`config.mk`:
```
export PLATFORM = sky130hd
export DESIGN_NAME = ordered_value_list
export DESIGN_NICKNAME = d
export VERILOG_FILES = /design/src/ovl_pkg.sv /design/src/ovl_ram.sv /design/src/ordered_value_list.sv
export SDC_FILE = /design/constraint.sdc
export NUM_CORES = 1
export LEC_CHECK = 0
export BUFFER_PORTS_ARGS = -buffer_cell sky130_fd_sc_hd__buf_2
export CAP_MARGIN = 40
export CORE_UTILIZATION = 45
export DETAILED_ROUTE_END_ITERATION = 10
export GPL_TIMING_DRIVEN = 0
export MAX_ROUTING_LAYER = met4
export SLEW_MARGIN = 20
export SYNTH_ARGS = -nofsm -noshare
export SYNTH_HDL_FRONTEND = slang
export SYNTH_SLANG_ARGS = --single-unit
```
`constraint.sdc`:
```
create_clock -name clock -period 3.8 [get_ports clock]
set_input_delay 0.38 -clock clock [delete_from_list [all_inputs] [get_ports clock]]
set_output_delay 0.38 -clock clock [all_outputs]
set_load 0.02 [all_outputs]
```
`src/ovl_pkg.sv`:
```
`timescale 1ns / 1ps

package ovl_pkg;

   // List geometry.
   localparam int CAPACITY = 32;
   localparam int ADDR_W   = $clog2(CAPACITY);
   localparam int CNT_W    = $clog2(CAPACITY + 1);
   localparam int DATA_W   = 32;
   localparam int OP_W     = 2;
   localparam int STAT_W   = 2;
   localparam int POS_W    = 6;

   // Operation codes.
   localparam logic [OP_W-1:0] OP_APPEND = 2'd0;
   localparam logic [OP_W-1:0] OP_FIND   = 2'd1;
   localparam logic [OP_W-1:0] OP_REMOVE = 2'd2;

   // Status codes.
   localparam logic [STAT_W-1:0] STAT_DONE      = 2'd0;
   localparam logic [STAT_W-1:0] STAT_FULL      = 2'd1;
   localparam logic [STAT_W-1:0] STAT_NOT_FOUND = 2'd2;
   localparam logic [STAT_W-1:0] STAT_MATCH     = 2'd3;

   typedef struct packed {
      logic [OP_W-1:0]          operation;
      logic signed [DATA_W-1:0] value;
   } ovl_req_type;

   typedef struct packed {
      logic [STAT_W-1:0] status;
      logic [POS_W-1:0]  position;
      logic [POS_W-1:0]  length;
      logic              last;
   } ovl_rsp_type;

   typedef enum logic [2:0] {
      ST_IDLE  = 3'b001,
      ST_SCAN  = 3'b010,
      ST_FINAL = 3'b100
   } ovl_state_type;

endpackage

```
`src/ovl_ram.sv`:
```
`timescale 1ns / 1ps

module ovl_ram #(
   parameter int WIDTH = 32,
   parameter int DEPTH = 32
) (
   input  logic                     clock,
   input  logic                     wr_en,
   input  logic [$clog2(DEPTH)-1:0] wr_addr,
   input  logic [WIDTH-1:0]         wr_data,
   input  logic                     rd_en,
   input  logic [$clog2(DEPTH)-1:0] rd_addr,
   output logic [WIDTH-1:0]         rd_data
);

   logic [WIDTH-1:0] mem_ff [DEPTH];
   logic [WIDTH-1:0] rd_data_ff;

   // One write port and one registered read port.
   always_ff @(posedge clock) begin
      if (wr_en) begin
         mem_ff[wr_addr] <= wr_data;
      end
      if (rd_en) begin
         rd_data_ff <= mem_ff[rd_addr];
      end
   end

   assign rd_data = rd_data_ff;

endmodule

```
`src/ordered_value_list.sv`:
```
`timescale 1ns / 1ps

// Ordered value list: up to CAPACITY signed 32-bit values kept in insertion order.
// A request beat is taken at a rising edge where start is high and busy is low; it
// carries an operation (append, find all, remove first match) and a value.
// Every request gives one or more response beats on rsp_item, each marked by
// rsp_strobe for exactly one cycle; the final beat of a request has last set.
// Append, an unused code, and a find or remove on an empty list answer in the
// cycle after the request, and busy never rises.
// Find and remove walk the stored entries through the single RAM read port, one
// entry per cycle; busy stays high through the walk and falls when the final beat is shown.
// Each find report but the last is shown in the cycle after the next matching entry
// is compared; the last report is the final beat.
// Remove copies every later entry up one place during the same walk.
// A new request may be taken in the cycle the final beat is shown.
// Reset (synchronous, active high) empties the list and drops any pending beat.
// The receiver cannot stall: each beat is taken in the cycle it is shown.

module ordered_value_list
   import ovl_pkg::*;
(
   input  logic        clock,
   input  logic        reset,
   input  logic        start,
   output logic        busy,
   input  ovl_req_type req_item,
   output logic        rsp_strobe,
   output ovl_rsp_type rsp_item
);

   ovl_state_type            state_ff, state_in;
   logic [CNT_W-1:0]         count_ff, count_in;
   logic [CNT_W-1:0]         rd_idx_ff, rd_idx_in;
   logic                     dv_ff, dv_in;
   logic [ADDR_W-1:0]        da_ff, da_in;
   logic [OP_W-1:0]          op_ff, op_in;
   logic [DATA_W-1:0]        key_ff, key_in;
   logic                     found_ff, found_in;
   logic [POS_W-1:0]         pend_pos_ff, pend_pos_in;
   logic                     rsp_valid_ff, rsp_valid_in;
   ovl_rsp_type              rsp_ff, rsp_in;

   logic                     issue;
   logic                     finish;
   logic                     match;
   logic                     wr_en;
   logic [ADDR_W-1:0]        wr_addr;
   logic [DATA_W-1:0]        wr_data;
   logic [DATA_W-1:0]        rd_data;

   // Entry storage.
   ovl_ram #(
      .WIDTH(DATA_W),
      .DEPTH(CAPACITY)
   ) u_ram (
      .clock  (clock),
      .wr_en  (wr_en),
      .wr_addr(wr_addr),
      .wr_data(wr_data),
      .rd_en  (issue),
      .rd_addr(rd_idx_ff[ADDR_W-1:0]),
      .rd_data(rd_data)
   );

   // Walk control: one read issued per cycle, its data compared in the cycle after.
   assign issue  = (state_ff == ST_SCAN) && (rd_idx_ff < count_ff);
   assign match  = dv_ff && (rd_data == key_ff);
   assign finish = dv_ff && ({1'b0, da_ff} == (count_ff - CNT_W'(1)));

   // Sequencer and response generation.
   always_comb begin
      state_in     = state_ff;
      count_in     = count_ff;
      rd_idx_in    = rd_idx_ff;
      dv_in        = issue;
      da_in        = rd_idx_ff[ADDR_W-1:0];
      op_in        = op_ff;
      key_in       = key_ff;
      found_in     = found_ff;
      pend_pos_in  = pend_pos_ff;
      rsp_valid_in = 1'b0;
      rsp_in       = rsp_ff;
      wr_en        = 1'b0;
      wr_addr      = count_ff[ADDR_W-1:0];
      wr_data      = req_item.value;

      unique case (state_ff)
         ST_IDLE: begin
            if (start) begin
               op_in           = req_item.operation;
               key_in          = req_item.value;
               found_in        = 1'b0;
               rd_idx_in       = '0;
               rsp_valid_in    = 1'b1;
               rsp_in.status   = STAT_DONE;
               rsp_in.position = '0;
               rsp_in.length   = POS_W'(count_ff);
               rsp_in.last     = 1'b1;
               unique case (req_item.operation)
                  OP_APPEND: begin
                     if (count_ff >= CNT_W'(CAPACITY)) begin
                        rsp_in.status = STAT_FULL;
                     end else begin
                        wr_en         = 1'b1;
                        count_in      = count_ff + CNT_W'(1);
                        rsp_in.length = POS_W'(count_ff + CNT_W'(1));
                     end
                  end
                  OP_FIND, OP_REMOVE: begin
                     if (count_ff == '0) begin
                        rsp_in.status = STAT_NOT_FOUND;
                     end else begin
                        rsp_valid_in = 1'b0;
                        state_in     = ST_SCAN;
                     end
                  end
                  default: begin
                     // Unused code: list unchanged, done beat.
                  end
               endcase
            end
         end

         ST_SCAN: begin
            if (issue) begin
               rd_idx_in = rd_idx_ff + CNT_W'(1);
            end
            if (op_ff == OP_FIND) begin
               // Hold back each match until the next one shows it was not last.
               if (match) begin
                  if (found_ff) begin
                     rsp_valid_in    = 1'b1;
                     rsp_in.status   = STAT_MATCH;
                     rsp_in.position = pend_pos_ff;
                     rsp_in.length   = POS_W'(count_ff);
                     rsp_in.last     = 1'b0;
                  end
                  found_in    = 1'b1;
                  pend_pos_in = POS_W'(CNT_W'(da_ff) + CNT_W'(1));
               end
            end else begin
               // After the first match, every later entry moves up one place.
               if (dv_ff && found_ff) begin
                  wr_en   = 1'b1;
                  wr_addr = da_ff - ADDR_W'(1);
                  wr_data = rd_data;
               end else if (match) begin
                  found_in = 1'b1;
               end
            end
            if (finish) begin
               state_in = ST_FINAL;
            end
         end

         ST_FINAL: begin
            rsp_valid_in    = 1'b1;
            rsp_in.last     = 1'b1;
            rsp_in.length   = POS_W'(count_ff);
            rsp_in.position = '0;
            if (!found_ff) begin
               rsp_in.status = STAT_NOT_FOUND;
            end else if (op_ff == OP_FIND) begin
               rsp_in.status   = STAT_MATCH;
               rsp_in.position = pend_pos_ff;
            end else begin
               rsp_in.status = STAT_DONE;
               count_in      = count_ff - CNT_W'(1);
               rsp_in.length = POS_W'(count_ff - CNT_W'(1));
            end
            state_in = ST_IDLE;
         end

         default: begin
            state_in = ST_IDLE;
         end
      endcase
   end

   // Control registers.
   always_ff @(posedge clock) begin
      if (reset) begin
         state_ff     <= ST_IDLE;
         count_ff     <= '0;
         rd_idx_ff    <= '0;
         dv_ff        <= 1'b0;
         found_ff     <= 1'b0;
         rsp_valid_ff <= 1'b0;
      end else begin
         state_ff     <= state_in;
         count_ff     <= count_in;
         rd_idx_ff    <= rd_idx_in;
         dv_ff        <= dv_in;
         found_ff     <= found_in;
         rsp_valid_ff <= rsp_valid_in;
      end
   end

   // Payload registers.
   always_ff @(posedge clock) begin
      da_ff       <= da_in;
      op_ff       <= op_in;
      key_ff      <= key_in;
      pend_pos_ff <= pend_pos_in;
      rsp_ff      <= rsp_in;
   end

   assign busy       = (state_ff != ST_IDLE);
   assign rsp_strobe = rsp_valid_ff;
   assign rsp_item   = rsp_ff;

endmodule

```
==> results of run 1 <==
worst min path at each step:
stage | from | endpoint | slack, ps
after global placement | rd_idx_ff[4] | da_ff[4] | 360
after CTS | start | rd_idx_ff[1] | 160
final | start | rd_idx_ff[1] | 210
after floorplan | rd_idx_ff[2] | da_ff[2] | 350
after detailed placement | rd_idx_ff[4] | da_ff[4] | 380
after global routing | start | rd_idx_ff[1] | 210
worst reg2reg max path, stage by stage (launching register included):
cell      delay (ps)
dfxtp_1          410
buf_2            280
clkbuf_1         720
clkbuf_1         710
mux4_2           430
mux4_2           520
mux2_2           320
synth_stat cells, drive strengths merged (9+ instances only):
master  instances
mux4          320
nand2          25
nor2           57
xor2           38
nand3          16
edfxtp       1111
xnor2          18
dfxtp          23
clkbuf         47
inv            16
nor4            9
buf            44
mux2           66
a21oi          20
ha             13
metal layers:
layer,up-vias,GRT usage,routed length [um]
met2,1062,0.3705,54640
met3,209,0.04052,9369
li1,8662,-,-
met4,0,0.06730,3181
met1,11649,0.3453,48050
met5,-,-,0
layout by cell type (no fill, tap or decap), types with 18 or more instances in the layout:
master and n:
xnor2_1 18, xor2_1 38, buf_2 69, nor2_1 25, nand2_1 24, clkinv_1 21, clkinv_2 26, edfxtp_1 1111
mux4_2 320, mux2_2 65, clkbuf_1 66, buf_6 47, clkbuf_16 113, buf_12 25, nor2_4 32, buf_16 41
dfxtp_1 23, a21oi_1 20, dlygate4sd3_1 35
sequential cells by signal, indices dropped and copies added (netlist names):
register       cells
da_ff              5
pend_pos_ff        6
u_ram.rd_data     32
found_ff           1
u_ram.mem_ff    1024
dv_ff              1
key_ff            32
op_ff              2
state_ff           3
rd_idx_ff          6
count_ff           6
rsp_item          15
rsp_strobe         1
per-stage QoR:
step                      setup WS [ps]  hold WS, ps  power [mW]  cells
after detailed placement          31.08        375.6       14.45   3325
after CTS                         200.5        162.9       25.68   3572
after floorplan                   218.0        349.7       14.26   1897
after global placement            -2581        364.6       14.41   3226
final                             147.7        213.5       25.54   3575
after global routing              130.0        212.1       26.16   3575
power by group through the flow:
stage	sequential, mW	combinational (mW)	clock, mW
after floorplan	14.1	0.195	0
after global placement	14.1	0.355	0
after detailed placement	14.1	0.394	0
after CTS	13.8	0.423	11.5
after global routing	13.8	0.456	11.9
final	13.8	0.427	11.3
area by class of cell:
class | count | area share
sequential | 1134 | 0.6455
tap | 1276 | 0.03047
clock inverter | 72 | 0.01535
inverter | 18 | 0.001289
multi-input combinational | 654 | 0.1898
buffer | 91 | 0.009886
clock buffer | 140 | 0.05686
timing repair buffer | 190 | 0.05084
cell families after synthesis:
family	after synthesis	share of synthesized area
AO/OA/AOI/OAI	46	0.006445
XOR/XNOR	56	0.01113
adder cells (fa/ha/maj)	13	0.003691
buffers and inverters	109	0.01312
flip-flops	1134	0.7675
multiplexers	391	0.1818
AND/OR/NAND/NOR	148	0.01630
what timing repair did:
item	CTS	global route
gates cloned	0	0
endpoints found under the setup margin	15	38
endpoints found under the hold margin	37	0
resized for setup	1	1
hold buffers	35	0
pin swaps	0	2
==> results.sh, run 1 <==
export IMPL_status="complete, but fails checks"
export IMPL_violations="design-rule violations"
export IMPL_antenna_found_initial=1
export IMPL_via_count=21582
export IMPL_p_per_area_nw_per_um2=487.4
export IMPL_cp_num_buf_inv=3
export IMPL_worstHoldPathCells=4
export IMPL_ir_drop_mv=0.4300
export IMPL_worstSetupEndpoint="u_ram.rd_data[8]"
export IMPL_fin_area_um2=52400
export IMPL_grt_overflow=0
export IMPL_num_rows=114
export IMPL_slew_violations=0
export IMPL_crit_chain="buf_2, clkbuf_1, clkbuf_1, mux4_2, mux4_2, mux2_2"
export IMPL_drt_initial_drc_count=2661
export IMPL_regArea_um2=33820
export IMPL_io_buffers=53
export IMPL_die_y_um=314.9
export IMPL_max_cap_violations=0
export IMPL_crit_path_max_fanout=10
export IMPL_post_synth_cell_area_avg_um2=23.23
export IMPL_areaGrowthSynthToFinish_pct=18.90
export IMPL_fin_skew_ps=25.04
export IMPL_cts_sinks=1134
export IMPL_dpl_hpwl_mm=77.95
export IMPL_multi_input_comb_area_um2=9946
export IMPL_vias_per_cell=6.037
export IMPL_cpMaxStageDelayCell="clkbuf_1"
export IMPL_insertion_delay_ps=690
export IMPL_path_depth=6
export IMPL_fin_setup_tns_ps=0
export IMPL_start_util=0.4550
export IMPL_ys_seq_elements=1134
export IMPL_cts_inserted_buffers=113
export IMPL_hold_viol_final=0
export IMPL_r2r_slack_ps=150
export IMPL_n_antenna_cell=0
export IMPL_min_period_ps=3652
export IMPL_synth_flop_cell="edfxtp_1"
export IMPL_critPathArrivalTime_ps=4070
export IMPL_post_cts_repair_setup_buffers=0
export IMPL_clockBufferDepth=3
export IMPL_startpoint_type="register"
export IMPL_cts_max_level=3
export IMPL_hp_class="in2reg"
export IMPL_leakagePower_nw=16.15
export IMPL_yosysWarnings=0
export IMPL_fin_crit_sh=0.9611
export IMPL_setup_violations=0
export IMPL_p_clk_frac=0.443
export IMPL_synth_nets=1947
export IMPL_root_buffer="clkbuf_16"
export IMPL_setup_worst_path_start="rd_idx_ff[1]"
export IMPL_p_seq_frac=0.540
export IMPL_remaining_drc_errors=16
export IMPL_rsz0062_at_grt="false"
export IMPL_synth_edf_count=1111
export IMPL_fin_nets=2252
export IMPL_synth_top_area_frac=0.7571
export IMPL_worstSetupPathType="reg2reg"
export IMPL_n_fill_cell=7238
export IMPL_grt_pass1_vias=21635
export IMPL_dieArea_um2=99180
export IMPL_gp_congestion=0.8550
export IMPL_dpl_cell_area_um2=48230
export IMPL_p_sw_frac=0.1998
export IMPL_first_pass_iters=10
export IMPL_routed_wl_mm=115.2
export IMPL_synth_top_cell_by_area="edfxtp_1"
export IMPL_yosysUniqueCellTypes=46
export IMPL_post_drt_wl_per_cell_um=32.24
export IMPL_switchingPower_mw=5.102
export IMPL_cts_tree="yes"
export IMPL_ff2ff_path_depth=6
export IMPL_grt_pass1_wl_mm=162.1
export IMPL_clkTransAtPathRegs_ps=60
export IMPL_synthCells=1897
export IMPL_final_core_util=0.5410
export IMPL_ant_nets=0
export IMPL_max_freq_mhz=273.8
export IMPL_worst_pin_slew_ps=1179
export IMPL_synthArstFlopShare=0
export IMPL_pwr_share_comb=0.017
export IMPL_die_x_um=314.9
export IMPL_ios=54
export IMPL_netlist_top_cells_area="edfxtp_1 (76%), mux4_2 (16%), mux2_2 (1.7%)"
export IMPL_grt_max_degree=33
export IMPL_cp_required_ps=4220
export IMPL_r2r_end="u_ram.rd_data[8]"
export IMPL_end_kind="register"
export IMPL_syn_area_um2=44070
export IMPL_yosysSeqAreaShare=0.7675
export IMPL_slew_headroom=0.2138
export IMPL_max_stage_delay_ps=710
export IMPL_p_int_mw=20.44
export IMPL_r2r_start="rd_idx_ff[1]"
export IMPL_core_area_um2=96850
export IMPL_grt_total_usage=0.2443
export IMPL_critical_path_top_delay_family="buffers and inverters"
export IMPL_drive_above_1_share=0.3458
Note: power is estimated with default switching activity, not from simulation.
==> inputs of run 2 (changes only) <==
--- a/config.mk
+++ b/config.mk
@@ -5,6 +5,7 @@
 export SDC_FILE = /design/constraint.sdc
 export NUM_CORES = 1
 export LEC_CHECK = 0
+export ABC_AREA = 1
 export BUFFER_PORTS_ARGS = -buffer_cell sky130_fd_sc_hd__buf_2
 export CAP_MARGIN = 40
 export CORE_UTILIZATION = 45
==> run 2 against run 1 <==
Net effect: the run ends with negative setup slack left; critical path depth grew 4; total power increased by 12%; largest power group unchanged; largest cell class unchanged; wire length up 35%; maximum frequency is 5.2% lower; first-iteration DRC count up 85%; critical path type unchanged; hold slack worse by 110 ps; global-route usage up 6.6 points.
==> results.sh, run 2 <==
export IMPL_status="complete, but fails checks"
export IMPL_violations="negative setup slack"
export IMPL_fin_nets=3872
export IMPL_cp_required_ps=4360
export IMPL_synthMuxAreaShare=0.002237
export IMPL_dr_wl_met3_mm=18.98
export IMPL_clkTransAtPathRegs_ps=70
export IMPL_slew_violations=0
export IMPL_regMostFlops="u_ram.mem_ff"
export IMPL_leakagePower_nw=17.85
export IMPL_worstSetupPathType="reg2reg"
export IMPL_synth_flop_cell="edfxtp_1"
export IMPL_antenna_found_initial=4
export IMPL_areaGrowthSynthToFinish_pct=18.28
export IMPL_drt_initial_drc_count=4910
export IMPL_synth_compound_area_frac=0.1148
export IMPL_rsz0062_at_grt="false"
export IMPL_routed_wl_mm=155.4
export IMPL_cts_tree="yes"
export IMPL_dpl_hpwl_mm=109.0
export IMPL_final_cell_mix="edfxtp_1 (1111), nor2_1 (627), o21ai_0 (538)"
export IMPL_clockBufferDepth=3
export IMPL_synth_fa_ha_area_frac=0.003591
export IMPL_post_drt_wl_per_cell_um=29.77
export IMPL_setup_violations=1
export IMPL_die_y_um=319.3
export IMPL_place_inst=4967
export IMPL_min_period_ps=3851
export IMPL_dieArea_um2=101900
export IMPL_cts_max_level=3
export IMPL_grt_pass1_wl_mm=216.0
export IMPL_met1_length_mm=60.03
export IMPL_max_cap_violations=0
export IMPL_startpoint_type="register"
export IMPL_grt_total_usage=0.3102
export IMPL_grt_overflow=0
export IMPL_remaining_drc_errors=0
export IMPL_root_buffer="clkbuf_16"
export IMPL_num_rows=116
export IMPL_start_util=0.4537
export IMPL_crit_path_max_fanout=10
export IMPL_largest_reg_flops=1024
export IMPL_io_buffers=52
export IMPL_grt_max_degree=33
export IMPL_worst_slack_ps=-51.20
export IMPL_post_synth_cell_area_avg_um2=12.80
export IMPL_grt_pass1_vias=29028
export IMPL_yosysSeqAreaShare=0.7466
export IMPL_timing_hold_ws_ps=100.7
export IMPL_synth_top_cell_by_area="edfxtp_1"
export IMPL_p_per_area_nw_per_um2=534.4
export IMPL_dr_wl_met2_mm=67.66
export IMPL_worst_pin_slew_ps=934.2
export IMPL_critPathArrivalTime_ps=4410
export IMPL_cts_inserted_buffers=113
export IMPL_hp_class="in2reg"
export IMPL_fin_crit_sh=1.013
export IMPL_gp_congestion=0.9738
export IMPL_synth_xor_area_frac=0.005800
export IMPL_synth_top_family_by_area="compound AO/OA/AOI/OAI gates"
export IMPL_synth_nets=3590
export IMPL_synth_edf_count=1111
export IMPL_insertion_delay_ps=710
export IMPL_ir_drop_mv=0.3628
export IMPL_hold_viol_final=0
export IMPL_post_cts_repair_setup_buffers=0
export IMPL_final_cells=5220
export IMPL_first_pass_iters=6
export IMPL_core_area_um2=99860
export IMPL_yosysUniqueCellTypes=37
export IMPL_via_count=31618
export IMPL_ys_seq_elements=1134
export IMPL_pre_cts_ws_ps=78.81
export IMPL_max_freq_mhz=259.7
export IMPL_ant_nets=0
export IMPL_cts_sinks=1134
export IMPL_syn_area_um2=45300
export IMPL_synthSimpleGateAreaFrac=0.09540
export IMPL_vias_per_cell=6.057
export IMPL_fin_area_um2=53580
export IMPL_dpl_cell_area_um2=49500
export IMPL_netlist_top_cells_area="edfxtp_1 (74%), o21ai_0 (6.2%), nor2_1 (5.5%)"
export IMPL_fin_skew_ps=29.91
export IMPL_synthArstFlopShare=0
export IMPL_yosysWarnings=0
export IMPL_ios=54
export IMPL_yosys_top_cells_count="edfxtp_1 (1111), nor2_1 (661), o21ai_0 (561)"
export IMPL_synth_top_area_frac=0.7365
export IMPL_die_x_um=319.3
export IMPL_top_layer_used="met4"
export IMPL_drive_above_1_share=0.1117
export IMPL_slew_headroom=0.3772
export IMPL_synthCells=3540
export IMPL_end_kind="register"
export IMPL_synth_most_common_cell="edfxtp_1"
export IMPL_final_common_cell="edfxtp_1"
-- run 2: changes by cell type in the layout (fill, tap and decap cells not counted), sizes merged, moves of 101 or more --
cell    before  now
o22ai        1  145
clkbuf     188  311
o211ai       1  102
inv         20  134
o21ai        7  611
mux4       320    0
nor2        57  663
nand2       25  279
-- run 2: path summary, 6_finish.rpt --
check / cells past startpoint / from / end / slack, ps
max: 10 / rd_idx_ff[1] / u_ram.rd_data[8] / -50
min: 2 / reset / dv_ff / 100
max reg2reg: 10 / rd_idx_ff[1] / u_ram.rd_data[8] / -50
min reg2reg: 0 / rd_idx_ff[4] / da_ff[4] / 480
-- run 2: per-stage QoR --
stage                     power (mW)    util  TNS (ps)
after floorplan                16.15       -   -455450
after global placement         17.34  0.4725  -4779370
after detailed placement       17.57  0.4957         0
after CTS                      28.55  0.5358         0
after global routing           29.32  0.5366         0
final                          28.64  0.5366    -51.20
-- run 2: per-layer routing --
layer,vias to the layer above,GRT usage
li1,13575,-
met1,15714,0.4192
met2,2018,0.4497
met3,311,0.06090
met4,0,0.1511
met5,-,-
-- run 2: area by class of cell --
| class | instances | area [um^2] |
|---|---|---|
| Multi-Input combinational cell | 2048 | 10570 |
| Buffer | 225 | 935.9 |
| Sequential cell | 1134 | 33820 |
| Tap cell | 1298 | 1624 |
| Antenna cell | 1 | 2.502 |
| Timing Repair Buffer | 167 | 2459 |
| Inverter | 133 | 499.2 |
| Clock inverter | 73 | 693.2 |
| Fill cell | 8246 | 46270 |
| Clock buffer | 141 | 2975 |
-- run 2: power by group --
part           internal, mW  switching (mW)
combinational         0.820            2.35
sequential             14.1           0.136
clock                  6.37            4.84
-- run 2: what timing repair did --
action / 4_1_cts / 5_1_grt
setup endpoints to repair: 0 / 1
hold buffers: 34 / 0
hold endpoints to repair: 34 / 0
gates resized for setup: 0 / 1
-- run 2: logic make-up after synthesis --
logic type      Yosys count
compound gates          918
flops                  1134
buf+inv                 358
mux                       9
simple gates           1078
xor+xnor                 30
fa+ha+maj                13
-- run 2: critical path, stage by stage, from the launching register on --
cell	delay [ps]
dfxtp_1	640
buf_2	460
clkbuf_4	430
clkbuf_1	480
buf_6	240
o21ai_0	90
o211ai_1	320
nand3_1	490
nand4_1	220
o21ai_1	210
inv_1	110
